<file path="config.mk">
export PLATFORM = sky130hd
export DESIGN_NAME = stuffed_packet_deframer_unit_flat
export DESIGN_NICKNAME = d
export VERILOG_FILES = /design/src/hw/rtl/stpd_pkg.sv /design/src/hw/rtl/stpd_if.sv /design/src/hw/rtl/stpd_cell.sv /design/src/hw/rtl/stuffed_packet_deframer_unit.sv /design/src/flat_wrapper.sv
export SDC_FILE = /design/constraint.sdc
export NUM_CORES = 1
export LEC_CHECK = 0
export BUFFER_PORTS_ARGS = -buffer_cell sky130_fd_sc_hd__buf_2
export CAP_MARGIN = 20
export CORE_AREA = 10 10 109 111
export CTS_BUF_LIST = sky130_fd_sc_hd__clkbuf_4
export DETAILED_ROUTE_END_ITERATION = 6
export DIE_AREA = 0 0 119 121
export PLACE_DENSITY = 0.79
export REMOVE_ABC_BUFFERS = 1
export SYNTH_ARGS = -nofsm -noshare
export SYNTH_HDL_FRONTEND = slang
export SYNTH_SLANG_ARGS = --single-unit
</file>
<file path="constraint.sdc">
create_clock -name clk_i -period 6.7 [get_ports clk_i]
set_input_delay 1.675 -clock clk_i [delete_from_list [all_inputs] [get_ports clk_i]]
set_output_delay 1.675 -clock clk_i [all_outputs]
set_load 0.02 [all_outputs]
</file>
<file path="src/hw/rtl/stpd_pkg.sv">
// types and constants shared by the stuffed packet deframer
`default_nettype none
package stpd_pkg;

  typedef enum logic [3:0] {
    KIND_IGNORED  = 4'd0,
    KIND_START    = 4'd1,
    KIND_ESCAPE   = 4'd2,
    KIND_STORED   = 4'd3,
    KIND_BYTE     = 4'd4,
    KIND_EMPTY    = 4'd5,
    KIND_BADSUM   = 4'd6,
    KIND_OVERFLOW = 4'd7,
    KIND_LINEERR  = 4'd8
  } kind_e;

  typedef enum logic {
    ST_IDLE,
    ST_DRAIN
  } state_e;

  localparam logic [1:0] CFG_START_CODE  = 2'd0;
  localparam logic [1:0] CFG_END_CODE    = 2'd1;
  localparam logic [1:0] CFG_ESCAPE_CODE = 2'd2;

  localparam logic [7:0] START_CODE_RST  = 8'h55;
  localparam logic [7:0] END_CODE_RST    = 8'hAA;
  localparam logic [7:0] ESCAPE_CODE_RST = 8'h5A;

  localparam int unsigned LEN_W = 7;

  typedef struct packed {
    logic [7:0] rx_byte;
    logic       framing_error;
    logic       overrun_error;
  } in_item_t;

  typedef struct packed {
    kind_e            kind;
    logic [7:0]       data;
    logic [LEN_W-1:0] length;
    logic             last;
  } out_item_t;

  // per-cell control: write the shared byte here, or take the neighbor's byte
  typedef struct packed {
    logic store;
    logic shift;
  } cell_ctrl_t;

endpackage
`default_nettype wire

</file>
<file path="src/hw/rtl/stpd_if.sv">
// handshake interfaces for the input, result and configuration channels
`default_nettype none
interface stpd_in_if import stpd_pkg::*; ();
  logic     valid;
  logic     ready;
  in_item_t payload;
  modport source (output valid, output payload, input ready);
  modport sink (input valid, input payload, output ready);
endinterface

interface stpd_out_if import stpd_pkg::*; ();
  logic      valid;
  logic      ready;
  out_item_t payload;
  modport source (output valid, output payload, input ready);
  modport sink (input valid, input payload, output ready);
endinterface

interface stpd_cfg_if ();
  logic       valid;
  logic       ready;
  logic [1:0] addr;
  logic [7:0] wdata;
  modport source (output valid, output addr, output wdata, input ready);
  modport sink (input valid, input addr, input wdata, output ready);
endinterface
`default_nettype wire

</file>
<file path="src/hw/rtl/stpd_cell.sv">
// one byte cell of the packet store chain
`default_nettype none
module stpd_cell import stpd_pkg::*; (
  input  wire logic       clk_i,
  input  wire cell_ctrl_t ctrl_i,
  input  wire logic [7:0] wr_data_i,
  input  wire logic [7:0] next_i,
  output logic [7:0]      data_o
);

  logic [7:0] data_q;
  logic [7:0] data_d;

  always_comb begin
    data_d = data_q;
    if (ctrl_i.store) begin
      data_d = wr_data_i;
    end else if (ctrl_i.shift) begin
      data_d = next_i;
    end
  end

  always_ff @(posedge clk_i) begin
    data_q <= data_d;
  end

  assign data_o = data_q;

endmodule
`default_nettype wire

</file>
<file path="src/hw/rtl/stuffed_packet_deframer_unit.sv">
// A result is registered and shown in the cycle after its item is accepted.
// Throughput: one item per cycle unless output stalls; a good close of N stored
// bytes emits them one per cycle from the head of the cell chain, holding input.
// Output stalls hold input only while the single result register is full.
// Reset (async, active low): packet, escape, sum and count cleared, codes back
// to 0x55/0xAA/0x5A; the cell chain contents stay undefined.
`default_nettype none
module stuffed_packet_deframer_unit import stpd_pkg::*; #(
  parameter int unsigned BUFFER_DEPTH = 4
) (
  input  wire logic   clk_i,
  input  wire logic   rst_ni,
  stpd_in_if.sink     in_i,
  stpd_out_if.source  out_o,
  stpd_cfg_if.sink    cfg_i
);

  localparam int unsigned CW = $clog2(BUFFER_DEPTH + 1);

  // configuration
  logic [7:0] start_code_q, end_code_q, escape_code_q;

  assign cfg_i.ready = 1'b1;

  always_ff @(posedge clk_i or negedge rst_ni) begin
    if (!rst_ni) begin
      start_code_q  <= START_CODE_RST;
      end_code_q    <= END_CODE_RST;
      escape_code_q <= ESCAPE_CODE_RST;
    end else if (cfg_i.valid) begin
      case (cfg_i.addr)
        CFG_START_CODE:  start_code_q  <= cfg_i.wdata;
        CFG_END_CODE:    end_code_q    <= cfg_i.wdata;
        CFG_ESCAPE_CODE: escape_code_q <= cfg_i.wdata;
        default: ;
      endcase
    end
  end

  // control state
  state_e         state_q, state_d;
  logic           in_pkt_q, in_pkt_d;
  logic           esc_q, esc_d;
  logic [7:0]     sum_q, sum_d;
  logic [CW-1:0]  count_q, count_d;
  logic [CW-1:0]  rem_q, rem_d;
  logic           out_valid_q, out_valid_d;
  out_item_t      out_q, out_d;

  logic           out_free;
  logic           accept;
  logic           do_store;
  logic           do_shift;
  logic [7:0]     head_data;

  assign out_free    = !out_valid_q || out_o.ready;
  assign in_i.ready  = (state_q == ST_IDLE) && out_free;
  assign accept      = in_i.valid && in_i.ready;

  // cell chain
  logic [7:0] cell_data [BUFFER_DEPTH];

  for (genvar i = 0; i < BUFFER_DEPTH; i++) begin : g_cell
    cell_ctrl_t ctrl;
    logic [7:0] next;
    assign ctrl.store = do_store && (count_q == CW'(i));
    assign ctrl.shift = do_shift;
    if (i == BUFFER_DEPTH - 1) begin : g_tail
      assign next = 8'h00;
    end else begin : g_mid
      assign next = cell_data[i+1];
    end
    stpd_cell u_cell (
      .clk_i     (clk_i),
      .ctrl_i    (ctrl),
      .wr_data_i (in_i.payload.rx_byte),
      .next_i    (next),
      .data_o    (cell_data[i])
    );
  end

  assign head_data = cell_data[0];

  always_comb begin
    logic [7:0] b;
    b           = in_i.payload.rx_byte;
    state_d     = state_q;
    in_pkt_d    = in_pkt_q;
    esc_d       = esc_q;
    sum_d       = sum_q;
    count_d     = count_q;
    rem_d       = rem_q;
    do_store    = 1'b0;
    do_shift    = 1'b0;
    out_valid_d = out_valid_q && !out_o.ready;
    out_d       = out_q;

    if (state_q == ST_DRAIN) begin
      if (out_free) begin
        out_valid_d  = 1'b1;
        out_d.kind   = KIND_BYTE;
        out_d.data   = head_data;
        out_d.length = LEN_W'(count_q);
        out_d.last   = (rem_q == CW'(1));
        do_shift     = 1'b1;
        rem_d        = rem_q - CW'(1);
        if (rem_q == CW'(1)) begin
          state_d = ST_IDLE;
        end
      end
    end else if (accept) begin
      out_valid_d  = 1'b1;
      out_d.data   = b;
      out_d.length = LEN_W'(count_q);
      out_d.last   = 1'b1;
      if (in_i.payload.framing_error || in_i.payload.overrun_error) begin
        in_pkt_d   = 1'b0;
        out_d.kind = KIND_LINEERR;
      end else if (!esc_q && b == start_code_q) begin
        in_pkt_d     = 1'b1;
        sum_d        = 8'h00;
        count_d      = '0;
        out_d.kind   = KIND_START;
        out_d.length = '0;
      end else if (!esc_q && b == escape_code_q) begin
        esc_d      = 1'b1;
        out_d.kind = KIND_ESCAPE;
      end else if (!esc_q && b == end_code_q) begin
        if (!in_pkt_q) begin
          out_d.kind = KIND_IGNORED;
        end else if (sum_q != 8'h00) begin
          out_d.kind = KIND_BADSUM;
        end else if (count_q == '0) begin
          in_pkt_d     = 1'b0;
          out_d.kind   = KIND_EMPTY;
          out_d.length = '0;
        end else begin
          // first stored byte goes out now, the rest drain from the chain head
          in_pkt_d   = 1'b0;
          out_d.kind = KIND_BYTE;
          out_d.data = head_data;
          out_d.last = (count_q == CW'(1));
          do_shift   = 1'b1;
          rem_d      = count_q - CW'(1);
          if (count_q != CW'(1)) begin
            state_d = ST_DRAIN;
          end
        end
      end else begin
        esc_d = 1'b0;
        if (!in_pkt_q) begin
          out_d.kind = KIND_IGNORED;
        end else if (count_q < CW'(BUFFER_DEPTH)) begin
          do_store     = 1'b1;
          count_d      = count_q + CW'(1);
          sum_d        = sum_q + b;
          out_d.kind   = KIND_STORED;
          out_d.length = LEN_W'(count_q + CW'(1));
        end else begin
          in_pkt_d   = 1'b0;
          out_d.kind = KIND_OVERFLOW;
        end
      end
    end
  end

  always_ff @(posedge clk_i or negedge rst_ni) begin
    if (!rst_ni) begin
      state_q     <= ST_IDLE;
      in_pkt_q    <= 1'b0;
      esc_q       <= 1'b0;
      sum_q       <= 8'h00;
      count_q     <= '0;
      rem_q       <= '0;
      out_valid_q <= 1'b0;
    end else begin
      state_q     <= state_d;
      in_pkt_q    <= in_pkt_d;
      esc_q       <= esc_d;
      sum_q       <= sum_d;
      count_q     <= count_d;
      rem_q       <= rem_d;
      out_valid_q <= out_valid_d;
    end
  end

  always_ff @(posedge clk_i) begin
    out_q <= out_d;
  end

  assign out_o.valid   = out_valid_q;
  assign out_o.payload = out_q;

`ifndef ASSERT_OFF
  a_drain_rem: assert property (@(posedge clk_i) disable iff (!rst_ni)
    state_q == ST_DRAIN |-> rem_q != '0 && rem_q < count_q)
    else $error("drain remainder out of range");

  a_count_max: assert property (@(posedge clk_i) disable iff (!rst_ni)
    count_q <= CW'(BUFFER_DEPTH))
    else $error("byte count past buffer depth");

  a_drain_pending: assert property (@(posedge clk_i) disable iff (!rst_ni)
    state_q == ST_DRAIN && out_valid_q |-> out_q.kind == KIND_BYTE && !out_q.last)
    else $error("pending result during drain is not a non-final packet byte");

  a_drain_no_input: assert property (@(posedge clk_i) disable iff (!rst_ni)
    state_q == ST_DRAIN |-> !in_i.ready)
    else $error("input taken while draining");
`endif

endmodule
`default_nettype wire
</file>
<file path="src/flat_wrapper.sv">
// flat-port wrapper written by rule: the top's interface ports become plain ports
module stuffed_packet_deframer_unit_flat import stpd_pkg::*;
#(
  parameter int unsigned BUFFER_DEPTH = 4
)
  (clk_i, rst_ni, in_i_valid, in_i_payload, in_i_ready, out_o_valid, out_o_payload, out_o_ready, cfg_i_valid, cfg_i_addr, cfg_i_wdata, cfg_i_ready);
  stpd_in_if in_i_i ();
  stpd_out_if out_o_i ();
  stpd_cfg_if cfg_i_i ();
  input  wire logic clk_i;
  input  wire logic rst_ni;
  input wire logic [$bits(in_i_i.valid)-1:0] in_i_valid;
  input wire logic [$bits(in_i_i.payload)-1:0] in_i_payload;
  output wire logic [$bits(in_i_i.ready)-1:0] in_i_ready;
  output wire logic [$bits(out_o_i.valid)-1:0] out_o_valid;
  output wire logic [$bits(out_o_i.payload)-1:0] out_o_payload;
  input wire logic [$bits(out_o_i.ready)-1:0] out_o_ready;
  input wire logic [$bits(cfg_i_i.valid)-1:0] cfg_i_valid;
  input wire logic [$bits(cfg_i_i.addr)-1:0] cfg_i_addr;
  input wire logic [$bits(cfg_i_i.wdata)-1:0] cfg_i_wdata;
  output wire logic [$bits(cfg_i_i.ready)-1:0] cfg_i_ready;
  assign in_i_i.valid = in_i_valid;
  assign in_i_i.payload = in_i_payload;
  assign in_i_ready = in_i_i.ready;
  assign out_o_valid = out_o_i.valid;
  assign out_o_payload = out_o_i.payload;
  assign out_o_i.ready = out_o_ready;
  assign cfg_i_i.valid = cfg_i_valid;
  assign cfg_i_i.addr = cfg_i_addr;
  assign cfg_i_i.wdata = cfg_i_wdata;
  assign cfg_i_ready = cfg_i_i.ready;
  stuffed_packet_deframer_unit #(.BUFFER_DEPTH(BUFFER_DEPTH)) u_core (.clk_i(clk_i), .rst_ni(rst_ni), .in_i(in_i_i), .out_o(out_o_i), .cfg_i(cfg_i_i));
endmodule
</file>
# After elaboration in Yosys (flattened, before gate mapping)
# Index checks and enable logic that the tools add are counted.
[op_classes]
addsub = 5
n_lt_le_gt_ge = 1
eq_ne = 20
muxes = 96
bitwise = 3
reduce_logical = 35
[op_table]
columns = ["op", "count"]
rows = [
  ["$mux W8", 16],
  ["$mux W16", 4],
  ["$mux W20", 3],
  ["$mux W3", 18],
  ["$mux W1", 45],
  ["$mux W7", 4],
  ["$eq A8 B8 Y1", 3],
  ["$mux W4", 6],
  ["$reduce_bool A2 Y1", 9],
  ["$ne A2 B1 Y1 const B", 8],
  ["$logic_and A1 B1 Y1", 10],
  ["$reduce_and A9 Y1", 1],
  ["$add A8 B8 Y8", 1],
  ["$reduce_and A2 Y1", 4],
  ["$reduce_bool A8 Y1", 1],
  ["$reduce_and A7 Y1", 1],
  ["$eq A3 B1 Y1 const B", 2],
  ["$eq A3 B2 Y1 const B", 2],
  ["$ne A3 B1 Y1 const B", 2],
  ["$sub A3 B1 Y3 const B", 2],
  ["$reduce_and A5 Y1", 1],
  ["$add A3 B1 Y4 const B", 1],
  ["$add A3 B1 Y3 const B", 1],
  ["$logic_not A1 Y1", 3],
  ["9 further kinds", 12],
]
[totals]
register_bits = 94
input_bits = 25

# Depth between registers and ports, before layout
# Gate-level depths: netlist (run 1).
[depth]
word_depth = 12
mapped_depth = 10
depth_no_buf = 8

# By module
# A second synthesis (run 1) with hierarchy kept.
[hier_totals]
hier_cells = 369
hier_area_um2 = 4878.4
[by_module_without_submodules]
columns = ["mod", "instances", "cells_each", "area_per_inst_um2", "seq_area_each_um2"]
rows = [
  ["stuffed_packet_deframer_unit", 1, 297, 3367.0, 1576.5],
  ["stpd_cell", 4, 18, 377.9, 240.2],
]

# Worst setup path after synthesis (run 1)
# OpenSTA, ideal clock, no wires.
[synth_path]
path_type = "input-to-reg"
startpoint = "input port in_i_payload[9]"
endpoint = "register u_core.g_cell[3].u_cell.data_q[0], enable pin"
arrival_time_ns = 3.489
required_ns = 6.372
setup_slack_ns = 2.883
path_stages = 10
n_path_buf = 4
cell_sequence = "buf_6 > xnor2_1 > nand3_1 > or4_4 > buf_6 > and4b_2 > buf_2 > buf_2 > nand2_1 > nand3_1"
[synth_between]
elab_chain_len = 10
word_cells_on_any_way = 20
cone_classes = "eq/ne (3); mux (12); reduce/logical (5)"
[synth_lines]
columns = ["element", "line", "text"]
rows = [
  ["start: declaration", "flat_wrapper.sv:13", "input wire logic [$bits(in_i_i.payload)-1:0] in_i_payload;"],
  ["$eq A8 B8 Y1", "stuffed_packet_deframer_unit.sv:128", "end else if (!esc_q && b == end_code_q) begin"],
  ["$logic_and A1 B1 Y1", "stuffed_packet_deframer_unit.sv:128", ""],
  ["$mux W1", "stuffed_packet_deframer_unit.sv:128", ""],
  ["$mux W1", "stuffed_packet_deframer_unit.sv:125", "end else if (!esc_q && b == escape_code_q) begin"],
  ["$mux W1", "stuffed_packet_deframer_unit.sv:119", "end else if (!esc_q && b == start_code_q) begin"],
  ["$mux W1", "stuffed_packet_deframer_unit.sv:116", "if (in_i.payload.framing_error || in_i.payload.overrun_error) begin"],
  ["$mux W1", "stuffed_packet_deframer_unit.sv:111", "end else if (accept) begin"],
  ["$mux W1", "stuffed_packet_deframer_unit.sv:98", "if (state_q == ST_DRAIN) begin"],
  ["$logic_and A1 B1 Y1", "stuffed_packet_deframer_unit.sv:66", "assign ctrl.store = do_store && (count_q == CW'(i));"],
  ["$reduce_bool A2 Y1 (no line) (*)", "n/a", ""],
  ["end signal: assignment", "stpd_cell.sv:24", "data_q <= data_d;"],
  ["end: declaration", "stpd_cell.sv:11", "logic [7:0] data_q;"],
]
# Mark *: on every way between the ends. The rest lies on a longest branch, timed or not.
# A chain may end at the register's enable or synchronous reset.

# Worst setup path after layout (run 1)
[layout_path]
startpoint = "input port out_o_ready"
endpoint = "output port in_i_ready"
[layout_between]
elab_chain_len = 2
[layout_lines]
columns = ["element", "line", "text"]
rows = [
  ["start: declaration", "flat_wrapper.sv:17", "input wire logic [$bits(out_o_i.ready)-1:0] out_o_ready;"],
  ["$logic_or A1 B1 Y1", "stuffed_packet_deframer_unit.sv:56", "assign out_free = !out_valid_q || out_o.ready;"],
  ["$logic_and A1 B1 Y1", "stuffed_packet_deframer_unit.sv:57", "assign in_i.ready = (state_q == ST_IDLE) && out_free;"],
  ["end: declaration", "flat_wrapper.sv:14", "output wire logic [$bits(in_i_i.ready)-1:0] in_i_ready;"],
]
# No other way between the ends.

==> results.yml, run 1 <==
routing:
  vias: 2942
  first_pass_iters: 4
  finalWirelength_mm: 9.600
  wire_per_inst_um: 18.11
  ant_nets: 0
  drc_errors: 0
  vias_per_cell: 5.551
  drt_iter0_drc: 176
logic_synthesis:
  syn_avg_cell_area_um2: 13.47
  synth.area.mux_share_pct: 13.65
  ys_types: 61
  synthSimpleGateAreaFrac_pct: 10.54
  synth_flop_cell: "edfxtp_1"
  syn-cell-area_um2: 4783
  synth.largest_area_cell: "edfxtp_1"
  synth-xor-area-share_pct: 5.676
  ys_seq_area_share_pct: 53.05
  ys_ff_latch: 91
  synth_top_family_by_area: "multiplexers"
  yosys.area_share.adder_pct: 4.604
  synth_compound_area_share_pct: 7.376
  netlist_instances: 355
  synth_top_cell_area_share_pct: 30.76
  synth_top_cells_by_area: "edfxtp_1 (31%), dfrtp_1 (16%), mux2_2 (13%)"
  async_flop_share_pct: 46.15
  synth-edff-count: 49
  ys_warn_count: 0
clocking:
  cts_resized: 0
  insertion_delay_ns: 0.45
  root_buffer: "clkbuf_4"
  cts_tree: "done"
  cts_setup_buffers: 0
  clkSlewWorstSetupHoldPaths_ns: 0.15
  cts_made_buffers: 9
  cts_hold_buf: 0
  cts.path.max_buffers: 2
  cts.sinks: 91
  cts_max_level: 3
sta:
  finalMaxSlewViolations: 0
  worstMarginPinSlew_ns: 0.9499
  setup_viol: 0
  finalClockSkew_ns: 0.01754
  finalWorstSetupSlack_ns: 2.703
  rsz0062_at_grt: "false"
  max_freq_mhz: 250.2
  hold_viol_final: 0
  post-route-min-period_ns: 3.997
  fin_tns_setup_ns: 0
  relSlewSlack_pct: 36.67
  finalCritPeriodShare_pct: 59.65
cells_and_area:
  syn_to_final_growth_pct: 7.167
  design_area_um2: 5126
  drive_gt1_share_pct: 36.02
  final_cells: 530
  layout.nets: 434
  fillers: 823
  mostFrequentLayoutCell: "mux2_2"
  multi_input_area_um2: 2021
  final_cell_mix: "mux2_2 (57), edfxtp_1 (49), buf_2 (43)"
  seq_area_um2: 2537
  insertedDiodeCount: 0
global_route:
  grt_max_degree: 43
  grt_pass1_vias: 2954
  overflow: 0
  grt_usage_pct: 13.50
  grt_pass1_wl_mm: 15.66
  antenna_found_initial: 0
floorplanning:
  fp.coreArea_um2: 9639
  io_pins: 48
  rows: 36
  initial_core_util_pct: 49.62
  chipWidth_um: 119
  die_h_um: 121
  dieArea_um2: 14400
run_status:
  status: "finished clean"
power:
  pwr_density_cell_nw_per_um2: 222.9
  intPower_mw: 0.8304
  clkPwrFrac_pct: 27.3
  seq_power_share_pct: 58.4
  p_leak_nw: 2.150
  irDropWorstVdd_v: 0.00009419
  p_sw_mw: 0.3121
  swShare_pct: 27.32
  p_comb_share_pct: 14.3
placement:
  io_buffers: 43
  dp.cells: 514
  pre_cts_ws_ns: 2.323
  dp_hpwl_mm: 6.932
  gp_congestion: 0.8827
  place_area_um2: 4985
critical_path:
  r2r_setup_slack_ns: 3.76
  reg2reg_to: "u_core.g_cell[0].u_cell.data_o[6]"
  arrival_ns: 2.32
  worstSetupStartpointType: "input pin"
  cp_max_fo: 5
  required_ns: 5.03
  rr_startpoint: "u_core.start_code_q[2]"
  worst_r2r_path_depth: 6
  endpoint_kind: "output port"
  path_class: "input pin to output port"
hold_path:
  hold_end: "u_core.escape_code_q[0]"
  worstHoldStart: "u_core.escape_code_q[0]"
  whs_path_depth: 1
  hold_path.class: "register to register"
run:
  maxCapViolCount: 0
[how the worst max path moves through the flow]
stage	cells after the start	slack, ns	from	end
CTS	4	2.70	out_o_ready	in_i_ready
floorplan	2	2.98	out_o_ready	in_i_ready
detailed placement	7	2.32	in_i_payload[4]	u_core.g_cell[0].u_cell.data_o[7]
global route	7	2.50	in_i_payload[3]	u_core.g_cell[0].u_cell.data_o[0]
finish	4	2.70	out_o_ready	in_i_ready
global placement	7	2.45	in_i_payload[7]	u_core.g_cell[0].u_cell.data_o[5]
[metal layers]
layer	up-vias	GRT usage (%)	share of wire (%)	wire [um]
li1	1396	-	-	-
met1	1461	17.65	47	4464
met3	11	3.397	5.9	568
met5	-	0	0	0
met2	74	21.51	47	4465
met4	0	4.351	1.1	101
[power by group through the flow]
stage | Clock (mW) | Sequential, mW | Combinational [mW]
final | 0.312 | 0.667 | 0.163
after CTS | 0.321 | 0.666 | 0.165
after global placement | 0 | 0.677 | 0.160
after detailed placement | 0 | 0.678 | 0.164
after floorplan | 0 | 0.674 | 0.109
after global routing | 0.345 | 0.671 | 0.180
[Yosys cell counts (3+ instances only)]
master,n
nand2_1,9
nand3_1,13
a22o_1,9
xor2_1,13
buf_4,4
inv_1,10
nor3b_1,4
a21oi_1,7
buf_6,3
dfrtp_1,30
nand4_1,4
ha_1,16
nor4_1,4
xnor2_1,18
nor2_1,11
and3_1,10
buf_2,4
o21ai_0,8
or3_1,4
dfstp_2,12
clkbuf_8,7
edfxtp_1,49
mux2_2,57
[critical path: stages]
cell and delay, ns:
buf_2 0.10, nor2b_1 0.26, nor2_1 0.09, buf_2 0.19
[flip-flops by register name, summed over array words and instances, names as in the netlist]
| signal | flops |
|---|---|
| u_core.rem_q | 3 |
| u_core.esc_q | 1 |
| u_core.g_cell.u_cell.data_o | 32 |
| u_core.in_pkt_q | 1 |
| u_core.out_o.payload | 17 |
| u_core.start_code_q | 8 |
| u_core.sum_q | 8 |
| u_core.end_code_q | 8 |
| u_core.state_q | 1 |
| u_core.out_o.valid | 1 |
| u_core.escape_code_q | 8 |
| u_core.count_q | 3 |
[stage by stage]
stage          util, %  power, mW  hold WS [ns]
6_report         53.18      1.143        0.5483
5_1_grt          53.18      1.196        0.5649
4_1_cts          53.18      1.153        0.5526
3_5_place_dp     51.71     0.8429        0.5190
3_3_place_gp     51.71     0.8370        0.5111
2_1_floorplan        -     0.7833        0.4926
[cell type report]
cell class / count / area share (%)
flip-flops and latches: 91 / 49.50
multi-input cells: 236 / 39.42
inverters: 10 / 0.7322
clock inverters: 7 / 1.440
clock buffers: 9 / 1.318
repair buffers: 44 / 4.345
well taps: 133 / 3.246
[cell families (layout without fill, tap and decap cells)]
family,after synthesis,after routing
flops,91,91
buf+inv,31,70
mux,58,58
other cells,2,5
xor+xnor,31,31
fa+ha+maj,17,17
simple gates,80,80
compound gates,45,45
Note: power is estimated with default switching activity, not from simulation.
==> run 2, diff against run 1 <==
Settings changed: PLACE_DENSITY 0.79 to 0.82.
Clock period 6.7 ns to 3.55 ns, I/O delays scaled along.
==> run 2 against run 1 <==
  * Setup slack worse by 2.0 ns
  * Sequential power is 89% higher
  * Global-route usage is 0.60 points higher
  * Power is 88% higher
  * Critical path type is now input pin to register
  * Largest power group unchanged
==> results.yml, run 2 (synthesized netlist as in run 1, its figures left out) <==
run_status:
  status: "finished clean"
routing:
  ant_nets: 0
  wire_per_inst_um: 18.42
  drt_iter0_drc: 226
  first_pass_iters: 4
  finalWirelength_mm: 9.874
  vias_per_cell: 5.638
  vias: 3022
  drc_errors: 0
clocking:
  insertion_delay_ns: 0.46
  cts.path.max_buffers: 2
  root_buffer: "clkbuf_4"
  cts_made_buffers: 9
  cts_tree: "done"
  cts_max_level: 3
  clkSlewWorstSetupHoldPaths_ns: 0.16
  cts_hold_buf: 0
  cts_resized: 0
  cts.sinks: 91
  cts_setup_buffers: 0
sta:
  post-route-min-period_ns: 2.825
  setup_viol: 0
  whs_ns: 0.5395
  worstMarginPinSlew_ns: 0.9464
  fin_tns_setup_ns: 0
  finalCritPeriodShare_pct: 79.57
  finalMaxSlewViolations: 0
  max_freq_mhz: 354.0
  finalClockSkew_ns: 0.02260
  hold_viol_final: 0
  relSlewSlack_pct: 36.91
  rsz0062_at_grt: "false"
power:
  pwr_density_cell_nw_per_um2: 415.1
  irDropWorstVdd_v: 0.0002625
  seq_power_share_pct: 58.7
  swShare_pct: 29.22
  clkPwrFrac_pct: 26.6
  p_comb_share_pct: 14.7
  p_leak_nw: 2.176
  p_sw_mw: 0.6269
  intPower_mw: 1.519
floorplanning:
  die_h_um: 121
  dieArea_um2: 14400
  initial_core_util_pct: 49.62
  fp.coreArea_um2: 9639
  rows: 36
  chipWidth_um: 119
  io_pins: 48
run:
  maxCapViolCount: 0
placement:
  dp_hpwl_mm: 7.450
  gp_congestion: 0.9231
  io_buffers: 43
  place_area_um2: 5022
critical_path:
  worst_r2r_path_depth: 6
  endpoint_kind: "register"
  cp_max_fo: 9
  path_class: "input pin to register"
  required_ns: 3.68
  arrival_ns: 2.95
  worstSetupStartpointType: "input pin"
global_route:
  overflow: 0
  grt_usage_pct: 14.11
  grt_pass1_wl_mm: 16.46
  grt_max_degree: 43
  antenna_found_initial: 0
  grt_pass1_vias: 3174
cells_and_area:
  design_area_um2: 5169
  final_cell_mix: "mux2_2 (57), edfxtp_1 (49), buf_2 (43)"
  largest_reg_flops: 32
  layout.nets: 439
  drive_gt1_share_pct: 36.82
  mostFrequentLayoutCell: "mux2_2"
  syn_to_final_growth_pct: 8.057
  fillers: 827
hold_path:
  hold_path.class: "input pin to async pin"
run 2: through the flow:
stage	setup slack [ns]	util [%]	total power [mW]	cells
finish	0.7254	53.62	2.146	536
CTS	0.7671	53.60	2.161	535
global route	0.6037	53.60	2.249	535
floorplan	0.7606	-	1.478	337
global placement	0.3321	52.10	1.581	519
detailed placement	0.2617	52.10	1.598	519
run 2: worst max-delay path: stages:
cell and delay (ns):
buf_2 0.18, xor2_1 0.18, nor3_1 0.32, and4b_2 0.36, nand2_1 0.14, or3_1 0.51, nand3_1 0.36
run 2: path summary, 6_finish.rpt:
kind | startpoint | to | slack (ns)
max in group asynchronous | rst_ni | u_core.start_code_q[3] | 2.40
worst min-delay path | rst_ni | u_core.state_q | 0.54
min in group clk_i | u_core.start_code_q[1] | u_core.start_code_q[1] | 0.55
worst min register to register | u_core.start_code_q[1] | u_core.start_code_q[1] | 0.55
worst max-delay path | in_i_payload[6] | u_core.g_cell[3].u_cell.data_o[1] | 0.73
worst max register to register | u_core.end_code_q[3] | u_core.g_cell[3].u_cell.data_o[1] | 0.90
run 2: power by group through the flow:
stage / registers, mW / logic, mW / clock network, mW
2_1_floorplan: 1.27 / 0.206 / 0
3_3_place_gp: 1.28 / 0.306 / 0
3_5_place_dp: 1.28 / 0.317 / 0
4_1_cts: 1.26 / 0.318 / 0.584
5_1_grt: 1.27 / 0.349 / 0.632
6_report: 1.26 / 0.316 / 0.571
run 2: layout make-up:
cell class,count,area [um2],area share [%]
Antenna cell,1,2.502,0.04841
Clock inverter,7,76.32,1.477
Sequential cell,91,2537,49.09
Timing Repair Buffer,49,260.3,5.035
Inverter,10,37.54,0.7262
Multi-Input combinational cell,236,2021,39.09
Clock buffer,9,67.56,1.307
Tap cell,133,166.4,3.220
run 2: layer usage:
layer  wire length [um]  GRT usage, %  part of all wire, %  vias up
met5                  0             0                    0        -
met4                112         3.206                  1.1        0
met3                781         4.839                  7.9       12
met2               4845         23.96                   49      105
met1               4135         16.90                   42     1495
li1                   -             -                    -     1410
==> run 3, diff against run 2 <==
Clock period 3.55 ns to 2.4 ns, I/O delays scaled along.
==> run 3 against run 2 <==
  * Sequential power up 48%
  * Clock power up 44%
  * Combinational power up 78%
  * Non-clock buffer count up 55
  * Highest routed layer unchanged
  * The run now ends with setup timing left
  * Cell area up 13%
  * Critical path type is now register to register
  * Largest power group unchanged
==> results.yml, run 3 (synthesized netlist as in run 1, its figures left out) <==
critical_path:
  r2r_setup_slack_ns: -0.03
  cp_max_fo: 7
  cp.depth: 7
  path_class: "register to register"
  endpoint: "u_core.out_o.payload[12]"
  crit_buf_inv: 1
  slowest_stage: "dfstp_2"
  reg2reg_to: "u_core.out_o.payload[12]"
  arrival_ns: 2.65
  cpLargestDelayFamily: "simple AND/OR/NAND/NOR gates"
  required_ns: 2.62
  rr_startpoint: "u_core.escape_code_q[3]"
  worstSetupStartpointType: "register"
  max_stage_delay_ns: 0.56
  cp-startpoint: "u_core.escape_code_q[3]"
  crit_chain: "xnor2_1 -> nand3_1 -> or4_4 -> and3b_4 -> a41oi_4 -> buf_12 -> mux2_4"
  endpoint_kind: "register"
  worst_r2r_path_depth: 7
clocking:
  cts_made_buffers: 9
  clkSlewWorstSetupHoldPaths_ns: 0.16
  cts_hold_buf: 0
  cts_max_level: 3
  cts.path.max_buffers: 2
  cts_tree: "done"
  root_buffer: "clkbuf_4"
  cts.sinks: 91
  insertion_delay_ns: 0.47
power:
  swShare_pct: 29.04
  seq_power_share_pct: 57.2
  p_comb_share_pct: 17.4
  pwr_density_cell_nw_per_um2: 555.6
  clkPwrFrac_pct: 25.4
  p_leak_nw: 2.670
  p_sw_mw: 0.9416
  intPower_mw: 2.301
  irDropWorstVdd_v: 0.0004116
placement:
  io_buffers: 43
  dp.cells: 566
  pre_cts_ws_ns: -0.5736
  dp_hpwl_mm: 8.498
  gp_congestion: 1.007
routing:
  finalWirelength_mm: 11.34
  ant_nets: 0
  first_pass_iters: 4
  drc_errors: 0
  vias_per_cell: 5.590
  drt_iter0_drc: 247
  vias: 3315
  wire_per_inst_um: 19.13
cells_and_area:
  drive_gt1_share_pct: 46.62
  final_cells: 593
  layout.nets: 496
  syn_to_final_growth_pct: 22.00
  final_core_util_pct: 60.54
  final_cell_mix: "buf_4 (49), edfxtp_1 (49), buf_2 (43)"
  largest_reg_flops: 32
sta:
  rsz0062_at_grt: "true"
  worstMarginPinSlew_ns: 0.5504
  finalClockSkew_ns: 0.02140
  finalMaxSlewViolations: 0
  setup_viol: 10
  relSlewSlack_pct: 63.31
  max_freq_mhz: 411.8
  post-route-min-period_ns: 2.428
  finalCritPeriodShare_pct: 101.2
  hold_viol_final: 0
  fin_tns_setup_ns: -0.1836
  finalWorstSetupSlack_ns: -0.02834
global_route:
  grt_usage_pct: 15.53
  grt_pass1_vias: 3385
  overflow: 0
  grt_max_degree: 23
  grt_pass1_wl_mm: 17.74
  antenna_found_initial: 0
floorplanning:
  io_pins: 48
  dieArea_um2: 14400
  die_h_um: 121
  rows: 36
  initial_core_util_pct: 49.62
  fp.coreArea_um2: 9639
  chipWidth_um: 119
run:
  maxCapViolCount: 0
hold_path:
  hold_path.class: "input pin to async pin"
run_status:
  failed_checks: "setup timing"
  status: "finished with violations"
[run 3: power groups by stage]
stage	clock network [mW]	registers, mW	logic, mW
2_1_floorplan	0	1.88	0.304
3_3_place_gp	0	1.88	0.518
3_5_place_dp	0	1.89	0.538
4_1_cts	0.842	1.85	0.556
5_1_grt	0.901	1.87	0.617
6_report	0.823	1.86	0.563
[run 3: worst min-delay path by stage]
stage,end,depth (start not counted)
floorplan,u_core.count_q[0],0
global placement,u_core.escape_code_q[7],1
global route,u_core.end_code_q[0],1
detailed placement,u_core.start_code_q[7],1
CTS,u_core.end_code_q[6],1
finish,u_core.end_code_q[6],1
[run 3: metrics by stage]
stage	power (mW)	hold slack [ns]	cell area (um2)
2_1_floorplan	2.187	0.3044	4596
4_1_cts	3.252	0.08812	5722
3_3_place_gp	2.401	0.5174	5450
6_report	3.242	0.09223	5836
5_1_grt	3.385	0.08613	5833
3_5_place_dp	2.426	0.5173	5450
[run 3: routing by layer]
| metal | routed length, um | share of wire [%] | GRT usage (%) |
|---|---|---|---|
| met1 | 4987 | 44 | 19.04 |
| met5 | 0 | 0 | 0 |
| met2 | 5393 | 48 | 24.79 |
| met3 | 730 | 6.4 | 5.351 |
| met4 | 233 | 2.1 | 5.802 |
[run 3: layout make-up]
cell class / instances / area (um2)
Multi-Input combinational cell: 238 / 2167
Clock buffer: 9 / 67.56
Antenna cell: 1 / 2.502
Clock inverter: 7 / 65.06
Timing Repair Buffer: 104 / 792.0
Inverter: 10 / 37.54
Sequential cell: 91 / 2537
Fill cell: 755 / 3804
Tap cell: 133 / 166.4
[run 3: what timing repair did]
item / CTS / global route
gates cloned: 1 / 2
resized for setup: 22 / 14
pin swaps: 7 / 6
endpoints found under the hold margin: 0 / 0
setup endpoints to repair: 64 / 68
setup buffers: 4 / 3
